File: config.mk
export PLATFORM = sky130hd
export DESIGN_NAME = usb_ep0_request_handler
export DESIGN_NICKNAME = d
export VERILOG_FILES = /design/src/rtl/core/usbep0_pkg.sv /design/src/rtl/core/usb_ep0_request_handler.sv
export SDC_FILE = /design/constraint.sdc
export NUM_CORES = 1
export LEC_CHECK = 0
export ABC_AREA = 1
export BUFFER_PORTS_ARGS = -buffer_cell sky130_fd_sc_hd__buf_4
export CAP_MARGIN = 30
export CELL_PAD_IN_SITES_DETAIL_PLACEMENT = 1
export CELL_PAD_IN_SITES_GLOBAL_PLACEMENT = 1
export CORE_MARGIN = 3
export CORE_UTILIZATION = 49
export CTS_CLUSTER_SIZE = 10
export DETAILED_ROUTE_END_ITERATION = 8
export HOLD_SLACK_MARGIN = 0.02
export PLACE_DENSITY = 0.92
export SYNTH_ARGS = -nofsm -noshare
export SYNTH_HDL_FRONTEND = slang
export SYNTH_SLANG_ARGS = --single-unit
File: constraint.sdc
create_clock -name clk -period 10.4 [get_ports clk]
set_input_delay 1.04 -clock clk [delete_from_list [all_inputs] [get_ports clk]]
set_output_delay 1.04 -clock clk [all_outputs]
set_load 0.005 [all_outputs]
File: src/rtl/core/usbep0_pkg.sv
// usbep0_pkg: codes and types for the endpoint-0 standard request handler
// no dependencies; imported by usb_ep0_request_handler
`default_nettype none

package usbep0_pkg;

  // event codes on the input channel
  localparam logic [2:0] EV_BUS_RESET   = 3'd0;
  localparam logic [2:0] EV_SETUP_DATA  = 3'd1;
  localparam logic [2:0] EV_SETUP_TOKEN = 3'd2;
  localparam logic [2:0] EV_IN_DONE     = 3'd3;
  localparam logic [2:0] EV_OUT_DONE    = 3'd4;

  // action codes on the result channel
  localparam logic [2:0] ACT_NONE  = 3'd0;
  localparam logic [2:0] ACT_LOAD  = 3'd1;
  localparam logic [2:0] ACT_ZLP   = 3'd2;
  localparam logic [2:0] ACT_HS    = 3'd3;
  localparam logic [2:0] ACT_STALL = 3'd4;
  localparam logic [2:0] ACT_ARM   = 3'd5;

  // device states
  localparam logic [1:0] ST_DEFAULT    = 2'd0;
  localparam logic [1:0] ST_ADDRESSED  = 2'd1;
  localparam logic [1:0] ST_CONFIGURED = 2'd2;

  // data sources for IN loads
  localparam logic [3:0] SRC_LITERAL = 4'd0;
  localparam logic [3:0] SRC_DEVICE  = 4'd1;
  localparam logic [3:0] SRC_CONFIG  = 4'd2;
  localparam logic [3:0] SRC_LANG    = 4'd3;
  localparam logic [3:0] SRC_STR1    = 4'd4;
  localparam logic [3:0] SRC_STR2    = 4'd5;
  localparam logic [3:0] SRC_OS_STR  = 4'd6;
  localparam logic [3:0] SRC_COMPAT  = 4'd7;
  localparam logic [3:0] SRC_PROPS   = 4'd8;

  // configuration register indexes
  localparam int unsigned NUM_REGS = 8;
  localparam logic [2:0] REG_DEVICE_LEN = 3'd0;
  localparam logic [2:0] REG_CONFIG_LEN = 3'd1;
  localparam logic [2:0] REG_LANG_LEN   = 3'd2;
  localparam logic [2:0] REG_STR1_LEN   = 3'd3;
  localparam logic [2:0] REG_STR2_LEN   = 3'd4;
  localparam logic [2:0] REG_OS_STR_LEN = 3'd5;
  localparam logic [2:0] REG_COMPAT_LEN = 3'd6;
  localparam logic [2:0] REG_PROPS_LEN  = 3'd7;

  // standard request codes
  localparam logic [7:0] REQ_GET_STATUS     = 8'd0;
  localparam logic [7:0] REQ_SET_ADDRESS    = 8'd5;
  localparam logic [7:0] REQ_GET_DESCRIPTOR = 8'd6;
  localparam logic [7:0] REQ_GET_CONFIG     = 8'd8;
  localparam logic [7:0] REQ_SET_CONFIG     = 8'd9;
  localparam logic [7:0] REQ_GET_INTERFACE  = 8'd10;

  // descriptor types
  localparam logic [7:0] DT_DEVICE     = 8'd1;
  localparam logic [7:0] DT_CONFIG     = 8'd2;
  localparam logic [7:0] DT_STRING     = 8'd3;
  localparam logic [7:0] DT_INTERFACE  = 8'd4;
  localparam logic [7:0] DT_IF_POWER   = 8'd8;

  // string indexes
  localparam logic [7:0] STR_LANG   = 8'h00;
  localparam logic [7:0] STR_ONE    = 8'h01;
  localparam logic [7:0] STR_TWO    = 8'h02;
  localparam logic [7:0] STR_OS     = 8'hEE;

  // bmRequestType fields and values
  localparam logic [7:0] RT_TYPE_MASK     = 8'h60;
  localparam logic [7:0] RT_TYPE_STANDARD = 8'h00;
  localparam logic [7:0] RT_TYPE_CLASS    = 8'h20;
  localparam logic [7:0] RT_DIR_IN        = 8'h80;
  localparam logic [7:0] RT_VENDOR_DEV    = 8'hC0;
  localparam logic [7:0] RT_VENDOR_IF     = 8'hC1;
  localparam logic [7:0] RT_STD_IN_DEV    = 8'h80;
  localparam logic [7:0] RT_STD_IN_IF     = 8'h81;
  localparam logic [7:0] RT_STD_IN_EP     = 8'h82;

  // one endpoint-0 event as held in the input register
  typedef struct packed {
    logic [2:0] req_type;
    logic [7:0] request_kind;
    logic [7:0] request_code;
    logic [7:0] value_low;
    logic [7:0] value_high;
    logic [7:0] index_low;
    logic [7:0] length_low;
    logic [7:0] in_ep_status;
    logic [7:0] out_ep_status;
  } ep0_event_t;

  // one result as held in the output register
  typedef struct packed {
    logic [2:0] action;
    logic [6:0] byte_count;
    logic [3:0] data_source;
    logic [7:0] source_offset;
    logic [7:0] literal_byte;
    logic [1:0] device_state;
  } ep0_result_t;

endpackage

`default_nettype wire

File: src/rtl/core/usb_ep0_request_handler.sv
// usb_ep0_request_handler: endpoint-0 request decoder and descriptor packetizer
// one event per transfer in, one action per transfer out
// depends on usbep0_pkg
//
// Usage: each input transfer is one endpoint-0 event (bus reset, setup data,
// setup token, IN done, OUT done, other). Each event yields exactly one
// output transfer naming the action for the endpoint-0 hardware: load IN
// bytes (count, source descriptor, offset, literal byte), zero-length then
// handshake, handshake, stall or arm OUT, plus the device state after it.
// Descriptor lengths come from eight 8-bit registers written through the
// cfg_ port; write them only while no event is in flight.
// Each event lands in an input register, is decoded against the device and
// packetizer state, and the action is registered. Throughput is one event
// per cycle while the result is taken, set by the single decode stage.
// Reset clears the device state, the packetizer, both pipeline valids and
// reloads the register defaults. When out_ready is low the result is held
// and one more event may wait in the input register before in_ready drops.
`default_nettype none

module usb_ep0_request_handler
  import usbep0_pkg::*;
#(
  parameter int EP0_PACKET  = 64,
  parameter int VENDOR_CODE = 170
) (
  input  wire logic       clk,
  input  wire logic       rst_n,
  // configuration port
  input  wire logic       cfg_wr_en,
  input  wire logic [2:0] cfg_index,
  input  wire logic [7:0] cfg_wdata,
  // event channel
  input  wire logic       in_valid,
  output logic            in_ready,
  input  wire logic [2:0] in_req_type,
  input  wire logic [7:0] in_request_kind,
  input  wire logic [7:0] in_request_code,
  input  wire logic [7:0] in_value_low,
  input  wire logic [7:0] in_value_high,
  input  wire logic [7:0] in_index_low,
  input  wire logic [7:0] in_length_low,
  input  wire logic [7:0] in_in_ep_status,
  input  wire logic [7:0] in_out_ep_status,
  // action channel
  output logic            out_valid,
  input  wire logic       out_ready,
  output logic [2:0]      out_action,
  output logic [6:0]      out_byte_count,
  output logic [3:0]      out_data_source,
  output logic [7:0]      out_source_offset,
  output logic [7:0]      out_literal_byte,
  output logic [1:0]      out_device_state
);

  localparam logic [6:0] CHUNK       = 7'(EP0_PACKET);
  localparam logic [7:0] VENDOR_BYTE = 8'(VENDOR_CODE);

  logic [7:0]  cfg_r [NUM_REGS];

  logic        ev_valid_r;
  ep0_event_t  ev_r;
  logic        res_valid_r;
  ep0_result_t res_r;
  ep0_result_t res_nxt;

  logic [1:0]  dev_state_r, dev_state_nxt;
  logic        active_cfg_r, active_cfg_nxt;
  logic [7:0]  bytes_left_r, bytes_left_nxt;
  logic [7:0]  send_offset_r, send_offset_nxt;
  logic [3:0]  send_source_r, send_source_nxt;
  logic [6:0]  chunk_limit_r, chunk_limit_nxt;

  logic        ev_fire;
  logic        do_step;
  logic        do_start;
  logic [3:0]  start_src;
  logic [7:0]  start_len;
  logic [7:0]  pk_left;
  logic [7:0]  pk_off;
  logic [3:0]  pk_src;
  logic [6:0]  pk_chunk;
  logic [7:0]  pk_n;

  assign ev_fire  = ev_valid_r && (!res_valid_r || out_ready);
  assign in_ready = !ev_valid_r || ev_fire;

  // configuration registers
  always_ff @(posedge clk) begin
    if (!rst_n) begin
      cfg_r[REG_DEVICE_LEN] <= 8'd18;
      cfg_r[REG_CONFIG_LEN] <= 8'd32;
      cfg_r[REG_LANG_LEN]   <= 8'd4;
      cfg_r[REG_STR1_LEN]   <= 8'd0;
      cfg_r[REG_STR2_LEN]   <= 8'd0;
      cfg_r[REG_OS_STR_LEN] <= 8'd18;
      cfg_r[REG_COMPAT_LEN] <= 8'd40;
      cfg_r[REG_PROPS_LEN]  <= 8'd0;
    end else if (cfg_wr_en) begin
      cfg_r[cfg_index] <= cfg_wdata;
    end
  end

  // input register
  always_ff @(posedge clk) begin
    if (!rst_n) begin
      ev_valid_r <= 1'b0;
    end else if (in_ready) begin
      ev_valid_r <= in_valid;
    end
  end

  always_ff @(posedge clk) begin
    if (in_valid && in_ready) begin
      ev_r.req_type      <= in_req_type;
      ev_r.request_kind  <= in_request_kind;
      ev_r.request_code  <= in_request_code;
      ev_r.value_low     <= in_value_low;
      ev_r.value_high    <= in_value_high;
      ev_r.index_low     <= in_index_low;
      ev_r.length_low    <= in_length_low;
      ev_r.in_ep_status  <= in_in_ep_status;
      ev_r.out_ep_status <= in_out_ep_status;
    end
  end

  // event decode
  always_comb begin
    dev_state_nxt   = dev_state_r;
    active_cfg_nxt  = active_cfg_r;
    bytes_left_nxt  = bytes_left_r;
    send_offset_nxt = send_offset_r;
    send_source_nxt = send_source_r;
    chunk_limit_nxt = chunk_limit_r;
    res_nxt         = '0;
    res_nxt.action  = ACT_NONE;
    do_step         = 1'b0;
    do_start        = 1'b0;
    start_src       = SRC_LITERAL;
    start_len       = 8'd0;

    case (ev_r.req_type)
      EV_BUS_RESET: begin
        dev_state_nxt  = ST_DEFAULT;
        active_cfg_nxt = 1'b0;
      end
      EV_SETUP_DATA: begin
        if ((ev_r.request_kind & RT_TYPE_MASK) == RT_TYPE_STANDARD) begin
          case (ev_r.request_code)
            REQ_GET_DESCRIPTOR: begin
              chunk_limit_nxt = CHUNK;
              case (ev_r.value_high)
                DT_DEVICE: begin
                  do_start  = 1'b1;
                  start_src = SRC_DEVICE;
                  start_len = cfg_r[REG_DEVICE_LEN];
                end
                DT_CONFIG: begin
                  do_start  = 1'b1;
                  start_src = SRC_CONFIG;
                  start_len = cfg_r[REG_CONFIG_LEN];
                end
                DT_STRING: begin
                  case (ev_r.value_low)
                    STR_LANG: begin
                      do_start  = 1'b1;
                      start_src = SRC_LANG;
                      start_len = cfg_r[REG_LANG_LEN];
                    end
                    STR_ONE: begin
                      do_start  = 1'b1;
                      start_src = SRC_STR1;
                      start_len = cfg_r[REG_STR1_LEN];
                    end
                    STR_TWO: begin
                      do_start  = 1'b1;
                      start_src = SRC_STR2;
                      start_len = cfg_r[REG_STR2_LEN];
                    end
                    STR_OS: begin
                      do_start  = 1'b1;
                      start_src = SRC_OS_STR;
                      start_len = cfg_r[REG_OS_STR_LEN];
                    end
                    default: res_nxt.action = ACT_STALL;
                  endcase
                end
                default: begin
                  // interface through interface-power types stall
                  if (ev_r.value_high >= DT_INTERFACE && ev_r.value_high <= DT_IF_POWER) begin
                    res_nxt.action = ACT_STALL;
                  end else begin
                    res_nxt.action = ACT_HS;
                  end
                end
              endcase
            end
            REQ_GET_STATUS: begin
              if (dev_state_r == ST_ADDRESSED && ev_r.index_low == 8'd0) begin
                res_nxt.action     = ACT_LOAD;
                res_nxt.byte_count = 7'd2;
              end else if (dev_state_r == ST_CONFIGURED) begin
                if (ev_r.request_kind == RT_STD_IN_DEV || ev_r.request_kind == RT_STD_IN_IF) begin
                  res_nxt.action     = ACT_LOAD;
                  res_nxt.byte_count = 7'd2;
                end else if (ev_r.request_kind == RT_STD_IN_EP) begin
                  res_nxt.action       = ACT_LOAD;
                  res_nxt.byte_count   = 7'd2;
                  res_nxt.literal_byte = ev_r.index_low[7] ? ev_r.in_ep_status
                                                           : ev_r.out_ep_status;
                end else begin
                  res_nxt.action = ACT_STALL;
                end
              end else begin
                res_nxt.action = ACT_STALL;
              end
            end
            REQ_SET_ADDRESS: begin
              // status stage is handled by the endpoint hardware
              dev_state_nxt  = ST_ADDRESSED;
              active_cfg_nxt = 1'b0;
            end
            REQ_GET_CONFIG: begin
              if (dev_state_r == ST_ADDRESSED) begin
                res_nxt.action     = ACT_LOAD;
                res_nxt.byte_count = 7'd1;
              end else if (dev_state_r == ST_CONFIGURED) begin
                res_nxt.action       = ACT_LOAD;
                res_nxt.byte_count   = 7'd1;
                res_nxt.literal_byte = {7'd0, active_cfg_r};
              end else begin
                res_nxt.action = ACT_STALL;
              end
            end
            REQ_SET_CONFIG: begin
              if (ev_r.value_low == 8'd0) begin
                dev_state_nxt  = ST_ADDRESSED;
                active_cfg_nxt = 1'b0;
                res_nxt.action = ACT_HS;
              end else if (ev_r.value_low == 8'd1) begin
                dev_state_nxt  = ST_CONFIGURED;
                active_cfg_nxt = 1'b1;
                res_nxt.action = ACT_HS;
              end else begin
                res_nxt.action = ACT_STALL;
              end
            end
            REQ_GET_INTERFACE: begin
              res_nxt.action     = ACT_LOAD;
              res_nxt.byte_count = 7'd1;
            end
            default: res_nxt.action = ACT_STALL;
          endcase
        end else if ((ev_r.request_kind & RT_TYPE_MASK) == RT_TYPE_CLASS) begin
          if (ev_r.length_low != 8'd0 && (ev_r.request_kind & RT_DIR_IN) == 8'd0) begin
            res_nxt.action = ACT_ARM;
          end else begin
            res_nxt.action = ACT_HS;
          end
        end else if (ev_r.request_kind == RT_VENDOR_DEV && ev_r.request_code == VENDOR_BYTE) begin
          do_start  = 1'b1;
          start_src = SRC_COMPAT;
          start_len = cfg_r[REG_COMPAT_LEN];
        end else if (ev_r.request_kind == RT_VENDOR_IF && ev_r.request_code == VENDOR_BYTE) begin
          do_start  = 1'b1;
          start_src = SRC_PROPS;
          start_len = cfg_r[REG_PROPS_LEN];
        end else begin
          res_nxt.action = ACT_STALL;
        end
      end
      EV_SETUP_TOKEN: begin
        bytes_left_nxt  = 8'd0;
        send_offset_nxt = 8'd0;
        send_source_nxt = SRC_LITERAL;
        chunk_limit_nxt = 7'd0;
      end
      EV_IN_DONE: begin
        do_step = 1'b1;
      end
      EV_OUT_DONE: begin
        bytes_left_nxt = 8'd0;
        res_nxt.action = ACT_HS;
      end
      default: res_nxt.action = ACT_NONE;
    endcase

    // packetizer: a fresh start or the next chunk of the current transfer
    if (do_start) begin
      pk_left  = (ev_r.length_low < start_len) ? ev_r.length_low : start_len;
      pk_off   = 8'd0;
      pk_src   = start_src;
      pk_chunk = CHUNK;
    end else begin
      pk_left  = bytes_left_r;
      pk_off   = send_offset_r;
      pk_src   = send_source_r;
      pk_chunk = chunk_limit_r;
    end
    pk_n = (pk_left < {1'b0, pk_chunk}) ? pk_left : {1'b0, pk_chunk};

    if (do_start || do_step) begin
      chunk_limit_nxt = pk_chunk;
      send_source_nxt = pk_src;
      if (pk_left == 8'd0) begin
        bytes_left_nxt  = 8'd0;
        send_offset_nxt = pk_off;
        res_nxt.action  = ACT_ZLP;
      end else begin
        bytes_left_nxt        = pk_left - pk_n;
        send_offset_nxt       = pk_off + pk_n;
        res_nxt.action        = ACT_LOAD;
        res_nxt.byte_count    = pk_n[6:0];
        res_nxt.data_source   = pk_src;
        res_nxt.source_offset = pk_off;
      end
    end

    res_nxt.device_state = dev_state_nxt;
  end

  // state and result registers
  always_ff @(posedge clk) begin
    if (!rst_n) begin
      dev_state_r   <= ST_DEFAULT;
      active_cfg_r  <= 1'b0;
      bytes_left_r  <= 8'd0;
      send_offset_r <= 8'd0;
      send_source_r <= SRC_LITERAL;
      chunk_limit_r <= 7'd0;
      res_valid_r   <= 1'b0;
    end else begin
      if (ev_fire) begin
        dev_state_r   <= dev_state_nxt;
        active_cfg_r  <= active_cfg_nxt;
        bytes_left_r  <= bytes_left_nxt;
        send_offset_r <= send_offset_nxt;
        send_source_r <= send_source_nxt;
        chunk_limit_r <= chunk_limit_nxt;
      end
      if (ev_fire) begin
        res_valid_r <= 1'b1;
      end else if (out_ready) begin
        res_valid_r <= 1'b0;
      end
    end
  end

  always_ff @(posedge clk) begin
    if (ev_fire) begin
      res_r <= res_nxt;
    end
  end

  assign out_valid         = res_valid_r;
  assign out_action        = res_r.action;
  assign out_byte_count    = res_r.byte_count;
  assign out_data_source   = res_r.data_source;
  assign out_source_offset = res_r.source_offset;
  assign out_literal_byte  = res_r.literal_byte;
  assign out_device_state  = res_r.device_state;

  // a load never exceeds one endpoint-0 packet
  a_load_fits: assert property (@(posedge clk) disable iff (!rst_n)
    (out_valid && out_action == ACT_LOAD) |-> (out_byte_count <= CHUNK))
    else $error("load larger than one packet");

  // only a load carries payload fields
  a_quiet_fields: assert property (@(posedge clk) disable iff (!rst_n)
    (out_valid && out_action != ACT_LOAD) |->
      (out_byte_count == 7'd0 && out_data_source == SRC_LITERAL &&
       out_source_offset == 8'd0 && out_literal_byte == 8'd0))
    else $error("payload fields set on a non-load action");

  // a descriptor load carries no literal byte
  a_desc_no_literal: assert property (@(posedge clk) disable iff (!rst_n)
    (out_valid && out_data_source != SRC_LITERAL) |-> (out_literal_byte == 8'd0))
    else $error("literal byte on a descriptor load");

  // the packetizer offset only moves forward by what was just loaded
  a_offset_step: assert property (@(posedge clk) disable iff (!rst_n)
    ($past(ev_fire) && $past(ev_r.req_type) == EV_IN_DONE && $past(rst_n))
      |-> (send_offset_r == 8'($past(send_offset_r) + {1'b0, res_r.byte_count})))
    else $error("packetizer offset out of step with the load");

endmodule

`default_nettype wire

==> summary.md, run 1 <==
| Metric | Value |
|---|---|
| Highest Clock Rate | `0.128 GHz` |
| Hold Path Class | `register to register` |
| Largest net degree at the start of global routing | `48` |
| Max Cap Viol | `0` |
| Most numerous cell in the Yosys netlist | `nand2_1` |
| Top-area cell type share of the netlist area | `50.2%` |
| Port bufs | `116` |
| Syn nets | `roughly 1100` |
| Syn. warnings | `0` |
| Routed WL | `30.3 mm` |
| PwrDens | `152 nW/um^2` |
| Predominant post-synthesis flop cell | `edfxtp_1` |
| Asr flop ratio synth | `0%` |
| Pint | `0.00127 W` |
| Clock transition at path regs | `0.09 ns` |
| # IOs | `117` |
| Initial core utilization | `50.9%` |
| Sw Share | `between 20% and 30%` |
| Post-synth top cells | `198 x nand2_1, 163 x edfxtp_1, 135 x inv_1, 116 x nor2_1, 91 x nand3_1` |
| Overflow after GRT | `0` |
| Syn avg cell area | `9.47 sq um` |
| Max incr delay on CP | `0.65 ns` |
| Post-synthesis cell area | `9750 sq um` |
| Req. time, crit path | `10.77 ns` |
| FF-to-FF Start | `ev_r[66]$_DFFE_PP_` |
| Post-layout nets | `1260` |
| Number of global-route vias before repair | `around 8700` |
| EDFF count, synth | `between 150 and 200` |
| Hold_sp | `chunk_limit_r[3]$_SDFFE_PN0P_` |
| P_sw | `around 0.00047 W` |
| Drt initial violations | `736` |
| Ant. Diodes | `0` |
| CP endpoint kind | `register` |
| Comb pwr share | `8.0%` |
| WL/cell | `21.3 um` |
| Flop pwr share | `52.2%` |
| Area contributors post-synth | `edfxtp_1 50%, nand2_1 7.6%, dfxtp_1 6.6%, inv_1 5.2%, nand3_1 4.7%` |
| Slowest library cell on the worst path | `nor2_1` |
| Setup slack, reg-to-reg | `2.57 ns` |
| FILL cells | `between 2000 and 2500` |
| CTS Buf Count | `17` |
| R2r endpoint | `send_offset_r[7]$_SDFFE_PN0P_` |
| DR DRC count | `0` |
| Core Area | `between 15000 and 20000 sq um` |
| Detail Route Antenna Nets | `0` |
| Seq cells post-synth | `just under 200` |
| CP max FO | `12` |
| Post-CTS Setup Bufs | `0` |
| Area grow syn2layout | `17.6%` |
| CP arrival | `8.19 ns` |
| Final TNS setup | `0 ns` |
| Register area share after synthesis | `56.8%` |
| Fraction of the cycle the final worst path needs | `75.3%` |
| Power share of the clock group | `39.8%` |
| Skew final | `0.0131 ns` |
| Status | `finished, final reports clean` |
| Die X | `147 um` |
| TritonRoute pass-1 iters | `5` |
| Synth Instances | `1029` |
| CTS Sinks | `around 200` |
| CTS Root Cell | `clkbuf_16` |
| Cell accounting for the most synthesized area | `edfxtp_1` |
| Worst slew margin | `39.3%` |
| Tightest Pin Transition | `0.910 ns` |
| Area of the multi-input gates | `3530 sq um` |
| Final Hold Fails | `0` |
| Most used cell, CP | `nand2_1` |
| Minimum clock period | `7.83 ns` |
| Worst Reg2Reg Path Length in Cells | `38` |
| Site Rows | `50` |
| TritonCTS clock tree | `built` |
| Crit. Startpoint | `ev_r[66]$_DFFE_PP_` |
| Distinct cells, synth | `slightly above 50` |
| Leakage Power | `4.78 nW` |
| Area occupied by registers | `5540 sq um` |
| Maximum clock insertion buffer count | `2` |
| Endpoints failing setup | `0` |
| Die Ht | `147 um` |
| Hold path depth | `2` |
| Hold endpoint | `chunk_limit_r[3]$_SDFFE_PN0P_` |
| WHS | `0.462 ns` |
| Post-CTS sizing | `0` |
| Cts hold-fix bufs | `0` |
| Via Count | `8068` |
| Startpoint Class | `register` |
| Proportion of layout cells with a drive suffix above 1 | `18.2%` |
| Number of H-tree levels | `4` |
| DR vias/cell | `5.69` |
| RSZ-0062 raised after global routing | `no` |
| Fin. max-slew vios | `0` |
| Setup CP Type | `register to register` |
| First-pass GRT wire length | `47.7 mm` |
| Detailed Place HPWL | `22.4 mm` |
| Die area | `21600 sq um` |
| Clk_lat worst skew | `0.46 ns` |
| Max VDD drop | `112 uV` |
| GP Congestion | `0.900` |
| Initial antenna violation count | `0` |
| GRT Overall Usage | `between 20 and 30%` |
how the worst max path moves through the flow:
stage	endpoint
global route	bytes_left_r[7]$_SDFFE_PN0P_
detailed placement	send_offset_r[6]$_SDFFE_PN0P_
global placement	bytes_left_r[7]$_SDFFE_PN0P_
floorplan	send_offset_r[6]$_SDFFE_PN0P_
finish	send_offset_r[7]$_SDFFE_PN0P_
CTS	send_offset_r[7]$_SDFFE_PN0P_
registers in the layout (all words and copies together), names as in the netlist:
register           cells
out_valid              1
send_source_r          4
cfg_r                 64
out_data_source        4
chunk_limit_r          7
ev_valid_r             1
out_action             3
out_source_offset      8
bytes_left_r           8
dev_state_r            2
send_offset_r          8
out_device_state       2
out_byte_count         7
active_cfg_r           1
ev_r                  67
out_literal_byte       8
final cells by class:
| cell class | count | share of cell area, % |
|---|---|---|
| Clock buffer | 17 | 3.71 |
| Clock inverter | 15 | 1.74 |
| Inverter | 148 | 4.85 |
| Multi-Input combinational cell | 664 | 30.8 |
| Sequential cell | 195 | 48.3 |
| Tap cell | 260 | 2.84 |
| Timing Repair Buffer | 119 | 7.79 |
power by group through the flow:
stage	combinational [W]	sequential (W)	clock, W
4_1_cts	0.000138	0.000908	0.000699
6_report	0.000138	0.000908	0.000693
2_1_floorplan	0.0000746	0.000916	0
5_1_grt	0.000152	0.000912	0.000733
3_5_place_dp	0.000136	0.000926	0
3_3_place_gp	0.000127	0.000921	0
logic make-up after synthesis:
group,synth area share [%]
AOI/OAI and AO/OA,7.38
xor gates and xnor gates,0.809
adders and majority gates,4.26
buffers and inverters,6.97
DFF,56.8
muxes,0.103
and+or+nand+nor,23.7
cell usage in the layout (no fill, tap or decap), types with 4 or more instances in the layout:
cell       Yosys  routed
nor3_1         9       9
nor4_1         6       6
nor2_2        15      15
a211oi_1       4       4
nor2_1       116     116
nand3_1       91      91
clkbuf_16      0      17
nand2_2       11      11
a21oi_1       59      59
nor2_4         4       4
xor2_1         5       5
nand2_1      198     198
nand4_1       21      21
nand2_4        5       5
buf_4          3     119
nand3b_1       7       7
o22ai_1        6       6
ha_1          30      30
dfxtp_1       32      32
inv_1        135     134
clkinv_8       0       6
o21ai_0       31      31
edfxtp_1     163     163
xnor2_1        4       4
inv_2         12      13
o21ai_1        6       6
a22o_1         6       6
stage by stage:
step	setup WS, ns	utilization (%)	area (sq um)	cells	total power [W]
detailed placement	2.97	56.6	10800	1386	0.00106
global route	2.02	59.9	11500	1418	0.00180
CTS	2.74	59.9	11500	1418	0.00175
finish	2.57	59.9	11500	1418	0.00174
floorplan	4.90	-	9750	1029	0.000990
global placement	3.62	56.6	10800	1386	0.00105
layer usage:
layer | vias up | global-route usage [%] | routed length [um]
li1 | 3702 | - | -
met3 | 79 | 5.27 | 1890
met4 | 0 | 10.6 | 1060
met5 | - | 0 | 0
met2 | 336 | 51.0 | 15500
met1 | 3951 | 34.5 | 11800
worst max-delay path, delay by kind of cell, from the launching register on:
kind | cells | cell delay (ns)
DFF | 1 | 0.44
xor gates and xnor gates | 1 | 0.17
AOI/OAI and AO/OA | 12 | 2.40
buffers and inverters | 5 | 0.80
and+or+nand+nor | 17 | 2.91
adders and majority gates | 3 | 1.01
Note: power is estimated with default switching activity, not from simulation.
==> inputs of run 2 (changes only) <==
- ABC_AREA: 1 -> 0
- CORE_UTILIZATION: 49 -> 47
- PLACE_DENSITY: 0.92 -> 0.86
- clock period: 10.4 -> 7.7 ns (I/O delays scaled with it)
==> summary.md, run 2 <==
| Metric | Value |
|---|---|
| Crit. Startpoint | `ev_r[54]$_DFFE_PP_ (was ev_r[66]$_DFFE_PP_)` |
| Worst Reg2Reg Path Length in Cells | `28 (was 38)` |
| First-pass GRT wire length | `41.2 mm (was 47.7 mm)` |
| Setup CP Type | `register to register (unchanged)` |
| Most frequent cells in the layout | `163 x edfxtp_1, 145 x buf_4, 77 x and2_1 (was 198 x nand2_1, 163 x edfxtp_1, 134 x inv_1)` |
| Detail Route Antenna Nets | `0 (unchanged)` |
| Met1 global-route usage | `30.8% (was 34.5%)` |
| GRT Overall Usage | `24.2% (was 28.6%)` |
| Number of global-route vias before repair | `7445 (was 8693)` |
| Slowest library cell on the worst path | `o31ai_1 (was nor2_1)` |
| Number of H-tree levels | `4 (unchanged)` |
| Overflow after GRT | `0 (unchanged)` |
| Die X | `149 um (was 147 um)` |
| Ant. Diodes | `0 (unchanged)` |
| M2 GR Usage | `42.1% (was 51.0%)` |
| TritonRoute pass-1 iters | `5 (unchanged)` |
| Max reg flops | `67 (unchanged)` |
| CTS Buf Count | `17 (unchanged)` |
| Leakage Power | `4.42 nW (was 4.78 nW)` |
| Highest Clock Rate | `0.138 GHz (was 0.128 GHz)` |
| Drt initial violations | `499 (was 736)` |
| Max incr delay on CP | `0.64 ns (was 0.65 ns)` |
| Post-layout nets | `1054 (was 1260)` |
| CP delay by family, top | `compound AO/OA/AOI/OAI gates (was simple AND/OR/NAND/NOR gates)` |
| Die Ht | `149 um (was 147 um)` |
| Seq cells post-synth | `195 (unchanged)` |
| Cell accounting for the most synthesized area | `edfxtp_1 (unchanged)` |
| Endpoints failing setup | `0 (unchanged)` |
| Clk_lat worst skew | `0.45 ns (was 0.46 ns)` |
| Distinct cells, synth | `80 (was 51)` |
| Initial antenna violation count | `0 (unchanged)` |
| Initial core utilization | `48.5% (was 50.9%)` |
| Post-route cell area | `11600 sq um (was 11500 sq um)` |
| Fin cells | `1217 (was 1418)` |
| Minimum clock period | `7.23 ns (was 7.83 ns)` |
| Commonest non-fill, non-tap cell in the layout | `edfxtp_1 (was nand2_1)` |
| CP arrival | `7.59 ns (was 8.19 ns)` |
| Fraction of the cycle the final worst path needs | `93.9% (was 75.3%)` |
| Largest net degree at the start of global routing | `68 (was 48)` |
| Req. time, crit path | `8.06 ns (was 10.77 ns)` |
| FILL cells | `2009 (was 2194)` |
| PwrDens | `198 nW/um^2 (was 152 nW/um^2)` |
| CP max FO | `9 (was 12)` |
| Syn nets | `914 (was 1144)` |
| Busiest grt layer | `met2 (unchanged)` |
| GP Congestion | `0.893 (was 0.900)` |
| Max Cap Viol | `0 (unchanged)` |
| CP Depth | `28 (was 38)` |
| Fin. max-slew vios | `0 (unchanged)` |
| Register area share after synthesis | `57.8% (was 56.8%)` |
| Worst setup endpoint | `bytes_left_r[7]$_SDFFE_PN0P_ (was send_offset_r[7]$_SDFFE_PN0P_)` |
| Placed cell count | `1170 (was 1386)` |
| R2r endpoint | `bytes_left_r[7]$_SDFFE_PN0P_ (was send_offset_r[7]$_SDFFE_PN0P_)` |
| Worst slew margin | `41.8% (was 39.3%)` |
| Status | `finished, final reports clean (unchanged)` |
| Top-area cell type share of the netlist area | `51.1% (was 50.2%)` |
| Post-synth top cells | `163 x edfxtp_1, 78 x and2_1, 54 x nor2_1, 47 x nand2_1, 32 x dfxtp_1 (was 198 x nand2_1, 163 x edfxtp_1, 135 x inv_1, 116 x nor2_1, 91 x nand3_1)` |
| Maximum clock insertion buffer count | `2 (unchanged)` |
| Core Area | `19700 sq um (was 19100 sq um)` |
| EDFF count, synth | `163 (unchanged)` |
| Area of placed instances | `10800 sq um (about the same)` |
| Max VDD drop | `177 uV (was 112 uV)` |
| DR DRC count | `0 (unchanged)` |
| Cts hold-fix bufs | `0 (unchanged)` |
| CP endpoint kind | `register (unchanged)` |
| Via Count | `7076 (was 8068)` |
| GR Util met3 | `4.05% (was 5.27%)` |
| Setup slack, reg-to-reg | `0.47 ns (was 2.57 ns)` |
| Proportion of layout cells with a drive suffix above 1 | `23.0% (was 18.2%)` |
| DR vias/cell | `5.81 (was 5.69)` |
| Detailed Place HPWL | `19.0 mm (was 22.4 mm)` |
| Die area | `22100 sq um (was 21600 sq um)` |
| Area contributors post-synth | `edfxtp_1 51%, dfxtp_1 6.7%, and2_1 5.1%, ha_1 3.9%, nor2_1 2.1% (was edfxtp_1 50%, nand2_1 7.6%, dfxtp_1 6.6%, inv_1 5.2%, nand3_1 4.7%)` |
| Post-synthesis cell area | `9570 sq um (was 9750 sq um)` |
| CTS Root Cell | `clkbuf_16 (unchanged)` |
| Clock transition at path regs | `0.08 ns (was 0.09 ns)` |
| Asr flop ratio synth | `0% (unchanged)` |
| WHS | `0.462 ns (about the same)` |
| TritonCTS clock tree | `built (unchanged)` |
| WL/cell | `21.6 um (was 21.3 um)` |
| Tightest Pin Transition | `0.873 ns (was 0.910 ns)` |
| Final TNS setup | `0 ns (unchanged)` |
| Biggest regs | `ev_r x67, cfg_r x64 (unchanged)` |
| FF-to-FF Start | `ev_r[54]$_DFFE_PP_ (was ev_r[66]$_DFFE_PP_)` |
| Syn. warnings | `0 (unchanged)` |
| Final Hold Fails | `0 (unchanged)` |
| Startpoint Class | `register (unchanged)` |
| Synth Instances | `799 (was 1029)` |
| Top reg by flops | `ev_r (unchanged)` |
| Area grow syn2layout | `21.0% (was 17.6%)` |
| Port bufs | `116 (unchanged)` |
| Predominant post-synthesis flop cell | `edfxtp_1 (unchanged)` |
| # IOs | `117 (unchanged)` |
| Most numerous cell in the Yosys netlist | `edfxtp_1 (was nand2_1)` |
| Buf/Inv on CP | `4 (was 5)` |
| Syn avg cell area | `12.0 sq um (was 9.47 sq um)` |
| Hold Path Class | `register to register (unchanged)` |
| Routed WL | `26.3 mm (was 30.3 mm)` |
| CTS Sinks | `195 (unchanged)` |
| Site Rows | `51 (was 50)` |
| Skew final | `0.0116 ns (was 0.0131 ns)` |
[run 2: layout make-up]
| type | instances | area (sq um) | share of cell area, % |
|---|---|---|---|
| sequential | 195 | 5540 | 47.8 |
| tap | 265 | 332 | 2.86 |
| clock inverter | 14 | 166 | 1.44 |
| clock buffer | 18 | 429 | 3.71 |
| timing repair buffer | 152 | 1120 | 9.69 |
| inverter | 26 | 97.6 | 0.843 |
| multi-input combinational | 547 | 3900 | 33.7 |
[run 2: worst reg2reg max path: cells and delay by family (launching register included)]
| kind | cells | cell delay, ns |
|---|---|---|
| adder cells (fa/ha/maj) | 3 | 1.03 |
| AO/OA/AOI/OAI | 13 | 3.20 |
| AND/OR/NAND/NOR | 6 | 1.17 |
| buffers and inverters | 4 | 0.81 |
| multiplexers | 1 | 0.32 |
| XOR/XNOR | 1 | 0.17 |
| flip-flops | 1 | 0.48 |
[run 2: through the flow]
| stage | worst slack (ns) | util (%) | total power [W] |
|---|---|---|---|
| detailed placement | 0.131 | 54.7 | 0.00140 |
| finish | 0.470 | 58.7 | 0.00229 |
| global placement | 0.582 | 54.5 | 0.00139 |
| CTS | 0.0136 | 57.7 | 0.00230 |
| floorplan | 0.255 | - | 0.00131 |
| global route | -0.0120 | 58.7 | 0.00236 |
[run 2: layer usage]
metal / wire length [um] / part of all wire (%)
met2: 13600 / 51
met4: 588 / 2.2
met3: 1270 / 4.8
met5: 0 / 0
met1: 10900 / 41
[run 2: what timing repair did]
item	4_1_cts	5_1_grt
setup endpoints to repair	0	8
setup buffers	0	13
gates resized for setup	0	16
[run 2: kinds of logic after synthesis]
logic type / Yosys count / synth area share [%]
simple gates: 306 / 18.2
flops: 195 / 57.8
compound gates: 164 / 12.5
buf+inv: 57 / 2.42
fa+ha+maj: 32 / 4.34
mux: 31 / 3.40
xor+xnor: 14 / 1.28
[run 2: where the power goes]
part,switching [W],internal (W)
clock,0.000434,0.000465
sequential,0.0000324,0.00120
combinational,0.0000880,0.0000729
total,0.000555,0.00173
[run 2: worst min path at each step]
stage,start,to,slack (ns),cells past startpoint
6_report,chunk_limit_r[4]$_SDFFE_PN0P_,chunk_limit_r[4]$_SDFFE_PN0P_,0.46,1
2_1_floorplan,chunk_limit_r[1]$_SDFFE_PN0P_,chunk_limit_r[1]$_SDFFE_PN0P_,0.42,1
3_5_place_dp,chunk_limit_r[4]$_SDFFE_PN0P_,chunk_limit_r[4]$_SDFFE_PN0P_,0.44,1
3_3_place_gp,chunk_limit_r[1]$_SDFFE_PN0P_,chunk_limit_r[1]$_SDFFE_PN0P_,0.43,1
4_1_cts,chunk_limit_r[4]$_SDFFE_PN0P_,chunk_limit_r[4]$_SDFFE_PN0P_,0.46,1
5_1_grt,in_index_low[4],ev_r[28]$_DFFE_PP_,0.48,1
==> inputs of run 3 (changes only) <==
- GPL_TIMING_DRIVEN: not set -> 0
==> summary.md, run 3 (same netlist as run 2, synthesis figures left out) <==
| Metric | Value |
|---|---|
| Worst Reg2Reg Path Length in Cells | `29 (was 28)` |
| Initial core utilization | `48.5% (unchanged)` |
| Startpoint Class | `register (unchanged)` |
| Via Count | `7368 (was 7076)` |
| Die Ht | `149 um (unchanged)` |
| # IOs | `117 (unchanged)` |
| Max incr delay on CP | `0.46 ns (was 0.64 ns)` |
| Worst slew margin | `39.1% (was 41.8%)` |
| Fin cells | `1239 (was 1217)` |
| CTS Root Cell | `clkbuf_16 (unchanged)` |
| Max VDD drop | `150 uV (was 177 uV)` |
| Hold_sp | `chunk_limit_r[1]$_SDFFE_PN0P_ (was chunk_limit_r[4]$_SDFFE_PN0P_)` |
| Tightest Pin Transition | `0.914 ns (was 0.873 ns)` |
| Hold endpoint | `chunk_limit_r[1]$_SDFFE_PN0P_ (was chunk_limit_r[4]$_SDFFE_PN0P_)` |
| Port bufs | `116 (unchanged)` |
| GP Congestion | `0.879 (was 0.893)` |
| CP max FO | `8 (was 9)` |
| Initial antenna violation count | `0 (unchanged)` |
| Maximum clock insertion buffer count | `2 (unchanged)` |
| PwrDens | `202 nW/um^2 (was 198 nW/um^2)` |
| GRT Overall Usage | `25.8% (was 24.2%)` |
| Cts hold-fix bufs | `0 (unchanged)` |
| Placed cell count | `1187 (was 1170)` |
| Commonest non-fill, non-tap cell in the layout | `edfxtp_1 (unchanged)` |
| Highest Clock Rate | `0.133 GHz (was 0.138 GHz)` |
| CTS Buf Count | `17 (unchanged)` |
| Leakage Power | `4.52 nW (was 4.42 nW)` |
| Slowest library cell on the worst path | `edfxtp_1 (was o31ai_1)` |
| Top reg by flops | `ev_r (unchanged)` |
| TritonRoute pass-1 iters | `5 (unchanged)` |
| Routed WL | `29.0 mm (was 26.3 mm)` |
| Core Area | `19700 sq um (unchanged)` |
| Number of global-route vias before repair | `7799 (was 7445)` |
| Proportion of layout cells with a drive suffix above 1 | `23.4% (was 23.0%)` |
| Most used cell, CP | `a21o_1` |
| Hold Path Class | `register to register (unchanged)` |
| Finished Core Util | `59.7% (was 58.7%)` |
| Max Cap Viol | `0 (unchanged)` |
| Post-route cell area | `11800 sq um (was 11600 sq um)` |
| Die X | `149 um (unchanged)` |
| Post-layout nets | `1076 (was 1054)` |
| Fin. max-slew vios | `0 (unchanged)` |
| FF-to-FF Start | `ev_r[45]$_DFFE_PP_ (was ev_r[54]$_DFFE_PP_)` |
| Minimum clock period | `7.53 ns (was 7.23 ns)` |
| Ant. Diodes | `0 (unchanged)` |
| Overflow after GRT | `0 (unchanged)` |
| CTS Sinks | `195 (unchanged)` |
| Final setup margin | `0.166 ns (was 0.470 ns)` |
| Setup slack, reg-to-reg | `0.17 ns (was 0.47 ns)` |
| Biggest regs | `ev_r x67, cfg_r x64 (unchanged)` |
| Endpoints failing setup | `0 (unchanged)` |
| Detailed Place HPWL | `20.0 mm (was 19.0 mm)` |
| TritonCTS clock tree | `built (unchanged)` |
| Most frequent cells in the layout | `163 x edfxtp_1, 138 x buf_4, 77 x and2_1 (was 163 x edfxtp_1, 145 x buf_4, 77 x and2_1)` |
| Crit. Startpoint | `ev_r[45]$_DFFE_PP_ (was ev_r[54]$_DFFE_PP_)` |
| First-pass GRT wire length | `43.6 mm (was 41.2 mm)` |
| Area grow syn2layout | `23.1% (was 21.0%)` |
| Detail Route Antenna Nets | `0 (unchanged)` |
| Die area | `22100 sq um (unchanged)` |
| Site Rows | `51 (unchanged)` |
| Area of placed instances | `10800 sq um (about the same)` |
| Final Hold Fails | `0 (unchanged)` |
| CP arrival | `7.86 ns (was 7.59 ns)` |
| Largest net degree at the start of global routing | `68 (unchanged)` |
| Clk_lat worst skew | `0.44 ns (was 0.45 ns)` |
| Setup CP Type | `register to register (unchanged)` |
| DR vias/cell | `5.95 (was 5.81)` |
| Drt initial violations | `516 (was 499)` |
| Hold path depth | `1 (unchanged)` |
| Final Power | `0.00237 W (was 0.00229 W)` |
| WL/cell | `23.4 um (was 21.6 um)` |
| Max reg flops | `67 (unchanged)` |
| Fraction of the cycle the final worst path needs | `97.8% (was 93.9%)` |
| DR DRC count | `0 (unchanged)` |
| Clock transition at path regs | `0.08 ns (about the same)` |
| Number of H-tree levels | `4 (unchanged)` |
| Dpl ws | `-1.27 ns (was 0.131 ns)` |
| Req. time, crit path | `8.02 ns (was 8.06 ns)` |
| R2r endpoint | `send_offset_r[7]$_SDFFE_PN0P_ (was bytes_left_r[7]$_SDFFE_PN0P_)` |
| Status | `finished, final reports clean (unchanged)` |
| CP endpoint kind | `register (unchanged)` |
| Skew final | `0.0135 ns (was 0.0116 ns)` |
run 3: layout make-up:
cell class / count / area (sq um)
Fill cell: 2017 / 7940
Sequential cell: 195 / 5540
Multi-Input combinational cell: 547 / 3940
Timing Repair Buffer: 145 / 1100
Clock buffer: 17 / 425
Tap cell: 265 / 332
Clock inverter: 15 / 213
Buffer: 29 / 133
Inverter: 26 / 97.6
run 3: worst max path at each step:
| stage | to | slack, ns | cells after the start |
|---|---|---|---|
| 2_1_floorplan | send_offset_r[7]$_SDFFE_PN0P_ | 0.26 | 29 |
| 3_3_place_gp | send_offset_r[7]$_SDFFE_PN0P_ | -0.94 | 30 |
| 3_5_place_dp | send_offset_r[7]$_SDFFE_PN0P_ | -1.27 | 30 |
| 4_1_cts | send_offset_r[7]$_SDFFE_PN0P_ | 0.06 | 30 |
| 5_1_grt | bytes_left_r[7]$_SDFFE_PN0P_ | -0.13 | 33 |
| 6_report | send_offset_r[7]$_SDFFE_PN0P_ | 0.17 | 29 |
run 3: per-stage QoR:
stage / TNS [ns] / hold WS, ns
floorplan: 0 / 0.421
global placement: -3.97 / 0.436
detailed placement: -7.32 / 0.441
CTS: 0 / 0.466
global route: -0.377 / 0.484
finish: 0 / 0.465
run 3: critical path: cells and delay by family (launching register included):
family | cells | cell delay [ns]
AO/OA/AOI/OAI | 17 | 4.33
AND/OR/NAND/NOR | 6 | 1.28
adder cells (fa/ha/maj) | 3 | 0.86
flip-flops | 1 | 0.46
buffers and inverters | 2 | 0.27
multiplexers | 1 | 0.21
run 3: metal layers:
layer  GRT usage (%)  part of all wire, %  vias to the layer above
li1                -                    -                     3333
met1            31.7                   40                     3672
met2            46.0                   52                      292
met3            4.30                  5.4                       71
met4            8.68                  3.1                        0
met5               0                    0                        -
run 3: power by group:
part           switching, W  internal [W]  leakage [nW]  total (W)
combinational     0.0000983     0.0000749          2.37   0.000173
sequential        0.0000288       0.00120          1.83    0.00122
clock              0.000447      0.000529         0.312   0.000976
run 3: repair_timing:
| item | CTS | global route |
|---|---|---|
| resized for setup | 13 | 14 |
| pin swaps | 3 | 6 |
| buffers inserted | 5 | 15 |
| endpoints found under the setup margin | 14 | 6 |
